===== src/sv/wssh_pkg.sv =====
// shared constants, state encoding and modulo request type for the string hash unit
package wssh_pkg;

  localparam int CHAR_W    = 8;
  localparam int SUM_W     = 24;
  localparam int WEIGHT_W  = 15;
  localparam int CNT_W     = 11;
  localparam int PROD_W    = 37;
  localparam int MOD_STEPS = 37;
  localparam int MOD_CNT_W = 6;

  localparam logic [WEIGHT_W-1:0] WEIGHT_START = 15'd113;
  localparam logic [WEIGHT_W-1:0] WEIGHT_STEP  = 15'd22;
  localparam logic [WEIGHT_W-1:0] WEIGHT_MAX   = 15'd22641;
  localparam logic [CNT_W-1:0]    CHARS_CAP    = 11'd1024;

  localparam logic REG_TABLE_SIZE = 1'b0;
  localparam logic REG_MAX_CHARS  = 1'b1;

  typedef enum logic [2:0] {
    S_IDLE,
    S_SQR,
    S_MUL,
    S_CHK,
    S_MOD,
    S_CNT,
    S_TMOD,
    S_EMIT
  } state_t;

  typedef struct packed {
    logic                start;
    logic [PROD_W-1:0]   dividend;
    logic [SUM_W-1:0]    modulus;
  } mod_req_t;

endpackage


===== src/sv/wssh_mod.sv =====
// bit-serial restoring modulo unit, one dividend bit per cycle
module wssh_mod
  import wssh_pkg::*;
(
  input  logic             clk,
  input  logic             rst_n,
  input  mod_req_t         req,
  output logic             done,
  output logic [SUM_W-1:0] rem
);

  logic [PROD_W-1:0]    div_r, div_nxt;
  logic [SUM_W-1:0]     rem_r, rem_nxt;
  logic [SUM_W-1:0]     m_r, m_nxt;
  logic [MOD_CNT_W-1:0] cnt_r, cnt_nxt;
  logic                 busy_r, busy_nxt;
  logic                 done_r, done_nxt;
  logic [SUM_W:0]       trial;
  logic [SUM_W:0]       diff;

  always_comb begin
    trial    = {rem_r, div_r[PROD_W-1]};
    diff     = trial - {1'b0, m_r};
    div_nxt  = div_r;
    rem_nxt  = rem_r;
    m_nxt    = m_r;
    cnt_nxt  = cnt_r;
    busy_nxt = busy_r;
    done_nxt = 1'b0;
    if (req.start) begin
      div_nxt  = req.dividend;
      rem_nxt  = '0;
      m_nxt    = req.modulus;
      cnt_nxt  = '0;
      busy_nxt = 1'b1;
    end else if (busy_r) begin
      div_nxt = {div_r[PROD_W-2:0], 1'b0};
      if (trial >= {1'b0, m_r}) begin
        rem_nxt = diff[SUM_W-1:0];
      end else begin
        rem_nxt = trial[SUM_W-1:0];
      end
      cnt_nxt = cnt_r + 1'b1;
      if (cnt_r == MOD_CNT_W'(MOD_STEPS - 1)) begin
        busy_nxt = 1'b0;
        done_nxt = 1'b1;
      end
    end
  end

  always_ff @(posedge clk) begin
    if (!rst_n) begin
      busy_r <= 1'b0;
      done_r <= 1'b0;
      cnt_r  <= '0;
    end else begin
      busy_r <= busy_nxt;
      done_r <= done_nxt;
      cnt_r  <= cnt_nxt;
    end
    div_r <= div_nxt;
    rem_r <= rem_nxt;
    m_r   <= m_nxt;
  end

  assign done = done_r;
  assign rem  = rem_r;

endmodule


===== src/sv/weighted_square_string_hash_unit.sv =====
// top level of the weighted-square string hash unit
//
// usage: characters arrive one per transfer on the in_ stream (in_tdata[7:0]);
// a zero character ends the string. each finished string gives one hash value
// on the out_ stream (out_tdata[23:0]). after max_chars characters (1 when
// max_chars is 0, at most 1024) the hash is sent at once and further
// characters up to the terminator are dropped; the terminator then gives no
// result. an empty string hashes to 0. a new character is taken only once
// the last one is through: the shift-add multiplier (weight squared, then
// times the character, ending early when the multiplier bits run out), then
// the 37-step restoring modulo loop when the new sum exceeds the modulus, then
// the emit state when it sends the early hash. a terminator waits for the
// modulo loop; a dropped character or a terminator after an early hash does not.
// out_tvalid rises from the emit state: after the modulo loop for a terminator,
// after the multiply for the character that reaches the limit.
// the result sits in an output register, so the next character is accepted
// while it waits; a second result waits inside the block until out_tready.
// configuration (cfg_we, cfg_index, cfg_wdata) is the user's to write between
// transfers; the block does not enforce it. reset (rst_n low, synchronous)
// clears the string state and restores table_size 65536 and max_chars 256.
module weighted_square_string_hash_unit
  import wssh_pkg::*;
(
  input  logic        clk,
  input  logic        rst_n,
  input  logic        in_tvalid,
  output logic        in_tready,
  input  logic [7:0]  in_tdata,   // char_code[7:0]
  output logic        out_tvalid,
  input  logic        out_tready,
  output logic [23:0] out_tdata,  // hash_value[23:0]
  input  logic        cfg_we,
  input  logic        cfg_index,
  input  logic [23:0] cfg_wdata
);

  state_t               state_r, state_nxt;
  logic [SUM_W-1:0]     table_size_r, table_size_nxt;
  logic [CNT_W-1:0]     max_chars_r, max_chars_nxt;
  logic [SUM_W-1:0]     sum_r, sum_nxt;
  logic [WEIGHT_W-1:0]  weight_r, weight_nxt;
  logic [CNT_W-1:0]     cnt_r, cnt_nxt;
  logic                 emitted_r, emitted_nxt;
  logic [CHAR_W-1:0]    ch_r, ch_nxt;
  logic [PROD_W-1:0]    mcand_r, mcand_nxt;
  logic [WEIGHT_W-1:0]  mplier_r, mplier_nxt;
  logic [PROD_W-1:0]    acc_r, acc_nxt;
  logic [SUM_W-1:0]     res_r, res_nxt;
  logic                 out_valid_r, out_valid_nxt;
  logic [SUM_W-1:0]     out_data_r, out_data_nxt;

  logic [SUM_W-1:0]     modulus;
  logic [CNT_W-1:0]     limit;
  logic [CNT_W-1:0]     cnt_inc;
  logic [WEIGHT_W-1:0]  weight_up;
  mod_req_t             mod_req;
  logic                 mod_done;
  logic [SUM_W-1:0]     mod_rem;

  wssh_mod u_mod (
    .clk  (clk),
    .rst_n(rst_n),
    .req  (mod_req),
    .done (mod_done),
    .rem  (mod_rem)
  );

  assign modulus   = (table_size_r == '0) ? SUM_W'(1) : table_size_r;
  assign limit     = (max_chars_r == '0) ? CNT_W'(1) :
                     (max_chars_r > CHARS_CAP) ? CHARS_CAP : max_chars_r;
  assign cnt_inc   = cnt_r + 1'b1;
  assign weight_up = weight_r + WEIGHT_STEP;
  assign in_tready = (state_r == S_IDLE);

  always_comb begin
    state_nxt      = state_r;
    table_size_nxt = table_size_r;
    max_chars_nxt  = max_chars_r;
    sum_nxt        = sum_r;
    weight_nxt     = weight_r;
    cnt_nxt        = cnt_r;
    emitted_nxt    = emitted_r;
    ch_nxt         = ch_r;
    mcand_nxt      = mcand_r;
    mplier_nxt     = mplier_r;
    acc_nxt        = acc_r;
    res_nxt        = res_r;
    out_valid_nxt  = out_valid_r;
    out_data_nxt   = out_data_r;
    mod_req.start    = 1'b0;
    mod_req.dividend = acc_r;
    mod_req.modulus  = modulus;

    if (out_valid_r && out_tready) begin
      out_valid_nxt = 1'b0;
    end

    if (cfg_we) begin
      case (cfg_index)
        REG_TABLE_SIZE: table_size_nxt = cfg_wdata;
        REG_MAX_CHARS:  max_chars_nxt  = cfg_wdata[CNT_W-1:0];
        default: ;
      endcase
    end

    case (state_r)
      S_IDLE: begin
        if (in_tvalid) begin
          if (in_tdata == '0) begin
            mod_req.start    = !emitted_r;
            mod_req.dividend = {{(PROD_W-SUM_W){1'b0}}, sum_r};
            sum_nxt     = '0;
            weight_nxt  = WEIGHT_START;
            cnt_nxt     = '0;
            emitted_nxt = 1'b0;
            if (!emitted_r) begin
              state_nxt = S_TMOD;
            end
          end else if (!emitted_r) begin
            ch_nxt     = in_tdata;
            weight_nxt = weight_up;
            mcand_nxt  = {{(PROD_W-WEIGHT_W){1'b0}}, weight_up};
            mplier_nxt = weight_up;
            acc_nxt    = '0;
            state_nxt  = S_SQR;
          end
        end
      end
      S_SQR: begin
        if (mplier_r == '0) begin
          mcand_nxt  = acc_r;
          mplier_nxt = {{(WEIGHT_W-CHAR_W){1'b0}}, ch_r};
          acc_nxt    = '0;
          state_nxt  = S_MUL;
        end else begin
          if (mplier_r[0]) begin
            acc_nxt = acc_r + mcand_r;
          end
          mcand_nxt  = {mcand_r[PROD_W-2:0], 1'b0};
          mplier_nxt = {1'b0, mplier_r[WEIGHT_W-1:1]};
        end
      end
      S_MUL: begin
        if (mplier_r == '0) begin
          acc_nxt   = acc_r + {{(PROD_W-SUM_W){1'b0}}, sum_r};
          state_nxt = S_CHK;
        end else begin
          if (mplier_r[0]) begin
            acc_nxt = acc_r + mcand_r;
          end
          mcand_nxt  = {mcand_r[PROD_W-2:0], 1'b0};
          mplier_nxt = {1'b0, mplier_r[WEIGHT_W-1:1]};
        end
      end
      S_CHK: begin
        if (acc_r > {{(PROD_W-SUM_W){1'b0}}, modulus}) begin
          mod_req.start = 1'b1;
          state_nxt     = S_MOD;
        end else begin
          sum_nxt   = acc_r[SUM_W-1:0];
          state_nxt = S_CNT;
        end
      end
      S_MOD: begin
        if (mod_done) begin
          sum_nxt   = mod_rem;
          state_nxt = S_CNT;
        end
      end
      S_CNT: begin
        cnt_nxt = cnt_inc;
        if (cnt_inc >= limit) begin
          emitted_nxt = 1'b1;
          res_nxt     = sum_r;
          state_nxt   = S_EMIT;
        end else begin
          state_nxt = S_IDLE;
        end
      end
      S_TMOD: begin
        if (mod_done) begin
          res_nxt   = mod_rem;
          state_nxt = S_EMIT;
        end
      end
      S_EMIT: begin
        if (!out_valid_r || out_tready) begin
          out_valid_nxt = 1'b1;
          out_data_nxt  = res_r;
          state_nxt     = S_IDLE;
        end
      end
      default: begin
        state_nxt = S_IDLE;
      end
    endcase
  end

  always_ff @(posedge clk) begin
    if (!rst_n) begin
      state_r      <= S_IDLE;
      table_size_r <= SUM_W'(65536);
      max_chars_r  <= CNT_W'(256);
      sum_r        <= '0;
      weight_r     <= WEIGHT_START;
      cnt_r        <= '0;
      emitted_r    <= 1'b0;
      out_valid_r  <= 1'b0;
    end else begin
      state_r      <= state_nxt;
      table_size_r <= table_size_nxt;
      max_chars_r  <= max_chars_nxt;
      sum_r        <= sum_nxt;
      weight_r     <= weight_nxt;
      cnt_r        <= cnt_nxt;
      emitted_r    <= emitted_nxt;
      out_valid_r  <= out_valid_nxt;
    end
    ch_r       <= ch_nxt;
    mcand_r    <= mcand_nxt;
    mplier_r   <= mplier_nxt;
    acc_r      <= acc_nxt;
    res_r      <= res_nxt;
    out_data_r <= out_data_nxt;
  end

  assign out_tvalid = out_valid_r;
  assign out_tdata  = out_data_r;

  // weight stays within the span reached by the character cap
  assert property (@(posedge clk) disable iff (!rst_n)
    weight_r <= WEIGHT_MAX)
    else $error("weight beyond its bound");

  // the character count never passes the cap
  assert property (@(posedge clk) disable iff (!rst_n)
    cnt_r <= CHARS_CAP)
    else $error("character count beyond cap");

  // a modulo result only arrives while a state is waiting for it
  assert property (@(posedge clk) disable iff (!rst_n)
    mod_done |-> (state_r == S_MOD || state_r == S_TMOD))
    else $error("modulo result with nobody waiting");

  // a new result is only loaded from the emit state
  assert property (@(posedge clk) disable iff (!rst_n)
    $rose(out_tvalid) |-> $past(state_r == S_EMIT))
    else $error("result raised outside emit");

endmodule

===== config.mk =====
export PLATFORM = sky130hd
export DESIGN_NAME = weighted_square_string_hash_unit
export DESIGN_NICKNAME = d
export VERILOG_FILES = /design/src/sv/wssh_pkg.sv /design/src/sv/wssh_mod.sv /design/src/sv/weighted_square_string_hash_unit.sv
export SDC_FILE = /design/constraint.sdc
export NUM_CORES = 1
export LEC_CHECK = 0
export BUFFER_PORTS_ARGS = -buffer_cell sky130_fd_sc_hd__buf_2
export CAP_MARGIN = 20
export CORE_MARGIN = 3
export CORE_UTILIZATION = 50
export CTS_BUF_LIST = sky130_fd_sc_hd__clkbuf_8
export CTS_CLUSTER_SIZE = 30
export DETAILED_ROUTE_END_ITERATION = 16
export PLACE_DENSITY = 0.64
export SLEW_MARGIN = 20
export SYNTH_ARGS = -nofsm -noshare
export SYNTH_HDL_FRONTEND = slang
export SYNTH_SLANG_ARGS = --single-unit

===== constraint.sdc =====
create_clock -name clk -period 10.1 [get_ports clk]
set_input_delay 1.01 -clock clk [delete_from_list [all_inputs] [get_ports clk]]
set_output_delay 1.01 -clock clk [all_outputs]
set_load 0.05 [all_outputs]

==> results.cfg, run 1 <==
[timing]
rsz0062_at_grt = false
slew_violations = 0
timing.slew.headroom = 0.3270
finalWorstSetupSlack_ps = 6130
tns_ps = 0
min_period_over_period = 0.3930
finalClockSkew_ps = 25.79
max_freq_ghz = 0.2519
worst_pin_slew_ps = 1007
hold_violations = 0
period_minus_slack_ps = 3970
setup_viol = 0

[worst_setup_path]
cp-end-kind = flop
cp_data_required_time_ps = 10650
cp.arrival_ps = 4520
crit_chain = nor4_1 > nand4_1 > o21bai_1 > ha_1 > nand4_1 > nor4_1 > a31oi_1 > nor4_1 > nand2_2 > a21oi_4 > buf_4 > buf_4 > nand2_1 > nor3_1
critPathBufInv = 2
ff2ff_setup_slack_ps = 6130
reg2reg_depth = 14
startpoint_type = flop
cpMaxStageDelayCell = buf_4
cpLargestDelayFamily = simple AND/OR/NAND/NOR gates
worstReg2RegStart = table_size_r[12]
max_stage_delay_ps = 480
r2r-end = u_mod.done
cp_common_cell = nor4_1
critPathKind = reg -> reg
path_max_fanout = 49

[die]
start_util = 0.5101
dieArea_um2 = 42130
row_count = 72
core_um2 = 38920
die_h_um = 205.3
ios = 64
die_w_um = 205.3

[final_layout]
nets = 2257
areaGrowthSynthToFinish_pct = 8.648
fillers = 3542
multiInputGateArea_um2 = 10410
design_area_um2 = 21570
regArea_um2 = 8628
drive_gt1_frac = 0.09864

[pwr]
power_mw = 6.647
swShare = 0.4297
seqPwrFrac = 0.353
intPower_mw = 3.791
combPwrFrac = 0.473
p_clk_frac = 0.175
ir_worst_vdd_mv = 0.1814
p_leak_nw = 9.258
cellPowerDensity_nw_per_um2 = 308.2
power.switching_mw = 2.856

[global_routing]
grt.busiest_layer = met2
grt_start_max_net_pins = 92
grt_use_met2 = 0.3852
gr-total-overflow = 0
use_met1 = 0.3560
grt_pass1_wl_mm = 83.10
gr-usage-met3 = 0.03718
antenna_found_initial = 4
grt_pass1_vias = 15030
gr-usage-all-layers = 0.2491

[placed_design]
dp_hpwl_mm = 37.76
io_buffers = 63
pre_cts_ws_ps = 6112
dpl_cell_area_um2 = 20490
gp_congestion = 0.8974

[run]
maxCapViolations = 0

[run_status]
status = complete, no violations

[synth]
yosys.area.top_type_share = 0.3116
synth_warnings = 0
ys_ff_latch = 328
synth-seq-area-share = 0.4347
syn-num-nets = 2236
yosysTopAreaCell = edfxtp_1
synth_top_flop_cell = edfxtp_1
synth-async-reset-ratio = 0
synth-edff-count = 206
syn_area_per_cell_um2 = 9.580
yosys.cell_types.count = 85
netlist_area_um2 = 19850
syn_inst = 2072
synth_area_leaders = edfxtp_1, dfxtp_1, ha_1, nand2_1, a21oi_1

[detailed_routing]
dr.first_iter.drc_count = 1183
via_per_inst = 6.007
drc = 0
routed_wl_mm = 53.23
dr_total_vias = 15970
drt_first_pass_iters = 5
detail_route.wl_per_cell_um = 20.03
final_antenna_net_count = 0

[clock_network]
cts_setup_buffers = 0
htreeDepth = 2
cts_hold_buf = 0
ctsLongestPathBuffers = 3
clock_latency_ps = 650
cts-root-buf = clkbuf_8
clk_pin_slew_worst_paths_ps = 60
cts_tree = yes
cts_buffers = 57
cts_resized = 0
clock_sinks = 328

[min_path]
min_delay_path_depth = 0
min_to = out_tdata[5]
hp-class = reg -> reg
hold_start = res_r[5]
[power groups by stage]
stage | logic [mW] | clock network (mW) | registers, mW
2_1_floorplan | 2.47 | 0 | 2.16
3_3_place_gp | 3.04 | 0 | 2.36
3_5_place_dp | 3.10 | 0 | 2.36
4_1_cts | 3.12 | 1.19 | 2.34
5_1_grt | 3.50 | 1.24 | 2.39
6_report | 3.14 | 1.16 | 2.34
[stage by stage]
stage,instances,hold slack [ps],utilization
3_3_place_gp,2552,401.0,0.5266
6_report,2658,414.6,0.5542
3_5_place_dp,2552,405.7,0.5266
4_1_cts,2657,415.8,0.5541
2_1_floorplan,2072,400.3,-
5_1_grt,2657,423.1,0.5541
[Yosys cell counts, types with 10 or more instances]
cell type,number
a221o_1,44
mux2_2,25
o211ai_1,12
inv_1,82
a211oi_1,19
o21a_1,16
a21o_1,67
o22ai_1,11
nor3_1,19
a21boi_0,41
nand2b_1,36
and3_1,51
nand4_1,17
o21ai_1,10
a22o_1,23
ha_1,123
nor2_1,117
nand3_1,36
clkbuf_1,106
mux2i_1,52
o21ai_0,127
and2_1,14
a31oi_1,29
edfxtp_1,206
dfxtp_1,122
xor2_1,35
a22oi_1,10
nand2_1,239
nor4_1,23
nor2b_1,30
a21oi_1,135
o21bai_1,11
xnor2_1,55
[registers in the layout (all words and copies together) (netlist names), 8 cells and up]
| register | cells |
|---|---|
| sum_r | 24 |
| cnt_r | 11 |
| out_tdata | 24 |
| u_mod.m_r | 24 |
| u_mod.div_r | 37 |
| mcand_r | 37 |
| max_chars_r | 11 |
| weight_r | 15 |
| mplier_r | 15 |
| table_size_r | 24 |
| ch_r | 8 |
| u_mod.rem | 24 |
| acc_r | 37 |
| res_r | 24 |
[final cells by class]
cell class / instances / share of cell area
antenna: 1 / 0.0001160
clock buffer: 63 / 0.04020
tap: 518 / 0.03005
timing repair buffer: 86 / 0.02263
sequential: 328 / 0.4001
clock inverter: 42 / 0.009456
inverter: 84 / 0.01462
multi-input combinational: 1536 / 0.4829
[worst register-to-register path: cells and delay by family, from the launching register on]
kind | cells | cell delay [ps]
adders and majority gates | 1 | 160
and+or+nand+nor | 8 | 1990
DFF | 1 | 330
AOI/OAI and AO/OA | 3 | 560
buffers and inverters | 2 | 850
[metal layers]
layer / wire length, um / up-vias
met5: 21 / -
met4: 1756 / 4
met3: 3051 / 114
met2: 23880 / 473
met1: 24520 / 7636
li1: - / 7740
[layout by cell type, fill, tap and decap left out, types with 52 or more instances in the layout]
master | netlist | routed
ha_1 | 123 | 123
dfxtp_1 | 122 | 122
o21ai_0 | 127 | 126
inv_1 | 82 | 106
nand2_1 | 239 | 238
a21o_1 | 67 | 67
a21oi_1 | 135 | 135
mux2i_1 | 52 | 52
nor2_1 | 117 | 115
clkbuf_8 | 0 | 63
xnor2_1 | 55 | 55
edfxtp_1 | 206 | 206
buf_2 | 9 | 63
[how the worst max path moves through the flow]
stage                      end              from  slack [ps]  cells past startpoint
floorplan           mcand_r[0]       mplier_r[0]        3000                      8
global placement    u_mod.done  table_size_r[12]        6170                     15
detailed placement  u_mod.done  table_size_r[12]        6110                     14
CTS                 u_mod.done  table_size_r[12]        6120                     14
global route        u_mod.done  table_size_r[12]        5740                     14
finish              u_mod.done  table_size_r[12]        6130                     14
[logic make-up after synthesis]
family                     count (synthesis)  share of synthesized area
AOI/OAI and AO/OA                        623                     0.2120
xor gates and xnor gates                  90                    0.03971
adders and majority gates                126                    0.08056
buffers and inverters                    208                    0.04292
DFF                                      328                     0.4347
muxes                                     77                    0.04040
and+or+nand+nor                          620                     0.1498
Note: power is estimated with default switching activity, not from simulation.
==> inputs of run 2 (changes only) <==
PLACE_DENSITY = 0.67   (was 0.64)
clock period = 3.5 ns   (was 10.1 ns; I/O delays follow)
==> run 2 against run 1 <==
Count of clock-buffer cells in the layout shrank 3. Sequential cell count stayed put. Worst setup slack worse by 6000 ps. Fmax up 18%. First-iteration DRC count increased by 14%. Die area did not move. Clock power rose to 2.9 times the previous value. Power grew to 3.0 times the previous value. Combinational power grew to 3.2 times the previous value. Clock skew increased by 8.3 ps. Sequential share of layout area shrank 1.8 points. Wire length is 3.7% higher. Critical path type unchanged. Critical endpoint is now acc_r[35]. Largest power group unchanged. Highest routed layer is now met4.
==> results.cfg, run 2 (same netlist as run 1, synthesis figures left out) <==
[run_status]
status = complete, no violations

[worst_setup_path]
reg2reg_depth = 9
cpMaxStageDelayCell = or4b_2
cpLargestDelayFamily = compound AO/OA/AOI/OAI gates
crit_start = acc_r[18]
crit_chain = ha_1 > a21o_1 > or4b_2 > a211oi_2 > o31ai_1 > o211ai_1 > o21ai_0 > xnor2_1 > o22ai_1
cp_data_required_time_ps = 3880
critPathKind = reg -> reg
critPathBufInv = 0
endpoint = acc_r[35]
cp.arrival_ps = 3730
cp-end-kind = flop
max_stage_delay_ps = 640
ff2ff_setup_slack_ps = 150
path_max_fanout = 7
startpoint_type = flop
worstSetupPathDepth = 9
worstReg2RegStart = acc_r[18]
r2r-end = acc_r[35]

[detailed_routing]
dr.first_iter.drc_count = 1352
routed_wl_mm = 55.20
final_antenna_net_count = 0
dr_total_vias = 16600
drt_first_pass_iters = 6
via_per_inst = 6.005
drc = 0
detail_route.wl_per_cell_um = 19.96

[final_layout]
areaGrowthSynthToFinish_pct = 13.90
nets = 2367
reg_top3 = acc_r x37, mcand_r x37, u_mod.div_r x37
antenna_cells = 0
design_area_um2 = 22610
layout_commonest_cell = nand2_1
fillers = 3474
final_cell_mix = nand2_1, edfxtp_1, a21oi_1, o21ai_0, ha_1
drive_gt1_frac = 0.1300
final_cells = 2765

[timing]
min_period_over_period = 0.9571
max_freq_ghz = 0.2985
timing.slew.headroom = 0.4029
finalClockSkew_ps = 34.06
slew_violations = 0
worst_pin_slew_ps = 893.5
setup_viol = 0
hold_violations = 0
period_minus_slack_ps = 3350

[min_path]
hp-class = in -> reg
hold_start = out_tready

[die]
die_h_um = 205.3
start_util = 0.5101
ios = 64
dieArea_um2 = 42130
die_w_um = 205.3
row_count = 72
core_um2 = 38920

[clock_network]
clock_latency_ps = 660
cts_buffers = 56
clk_pin_slew_worst_paths_ps = 70
clock_sinks = 328
cts_tree = yes
ctsLongestPathBuffers = 3
cts-root-buf = clkbuf_8
htreeDepth = 2

[pwr]
cellPowerDensity_nw_per_um2 = 879.9
p_clk_frac = 0.167
swShare = 0.4262
combPwrFrac = 0.505
power_mw = 19.89
p_leak_nw = 9.782
intPower_mw = 11.42
power.switching_mw = 8.478
ir_worst_vdd_mv = 0.4630
seqPwrFrac = 0.328

[global_routing]
grt_start_max_net_pins = 74
gr-usage-all-layers = 0.2574
antenna_found_initial = 2
grt_pass1_vias = 15960
gr-total-overflow = 0
grt_pass1_wl_mm = 86.58

[run]
maxCapViolations = 0

[placed_design]
gp_congestion = 0.9430
dpl_cell_area_um2 = 21140
dp_hpwl_mm = 39.15
dp_cells = 2626
io_buffers = 63
-- run 2: cell types whose count changed in the layout (fill, tap and decap cells not counted), moves of 2 or more --
cell / change
o21ai_1: +2
a211oi_1: -2
a211oi_2: +2
inv_1: -4
o21ai_0: -2
o31ai_1: -2
buf_12: +5
clkinv_2: -3
buf_4: +72
clkbuf_8: -3
dlygate4sd3_1: +32
clkinv_1: +7
-- run 2: final cells by class --
class	instances	area, um^2	area share
Timing Repair Buffer	197	1489	0.06586
Multi-Input combinational cell	1536	10480	0.4634
Inverter	84	315.3	0.01395
Clock buffer	60	825.8	0.03652
Sequential cell	328	8628	0.3816
Tap cell	518	648.1	0.02867
Clock inverter	42	225.2	0.009961
-- run 2: worst min-delay path by stage --
stage | endpoint | cells past startpoint
after global placement | out_tdata[0] | 0
after detailed placement | out_tdata[18] | 0
after CTS | out_tvalid | 3
after global routing | out_tvalid | 3
final | out_tvalid | 3
after floorplan | out_tdata[0] | 0
-- run 2: worst min-delay path: cells and delay by family --
kind,cells,cell delay (ps)
simple gates,1,160
compound gates,1,100
buf+inv,1,70
-- run 2: power groups by stage --
stage	Clock, mW	Sequential [mW]	Combinational, mW
detailed placement	0	6.57	9.72
finish	3.33	6.52	10.0
global route	3.57	6.64	11.1
floorplan	0	6.21	7.16
global placement	0	6.55	9.48
CTS	3.42	6.50	9.83
-- run 2: metrics by stage --
stage | worst slack (ps) | TNS (ps) | hold WS (ps) | util
floorplan | 3.286 | 0 | 400.3 | -
global placement | 70.81 | 0 | 402.9 | 0.5423
detailed placement | 25.45 | 0 | 404.5 | 0.5432
CTS | 10.26 | 0 | 51.71 | 0.5785
global route | -24.80 | -39.24 | 96.13 | 0.5810
finish | 150.0 | 0 | 102.7 | 0.5810
-- run 2: repair_timing --
| action | 4_1_cts | 5_1_grt |
|---|---|---|
| hold buffers | 32 | 0 |
| setup endpoints to repair | 0 | 84 |
| buffers inserted | 0 | 4 |
| resized for setup | 0 | 9 |
| endpoints found under the hold margin | 43 | 0 |
-- run 2: layer usage --
| layer | wire length, um | GRT usage |
|---|---|---|
| met1 | 24640 | 0.3588 |
| met2 | 25120 | 0.4068 |
| met3 | 4024 | 0.04809 |
| met4 | 1412 | 0.08250 |
| met5 | 0 | 0 |
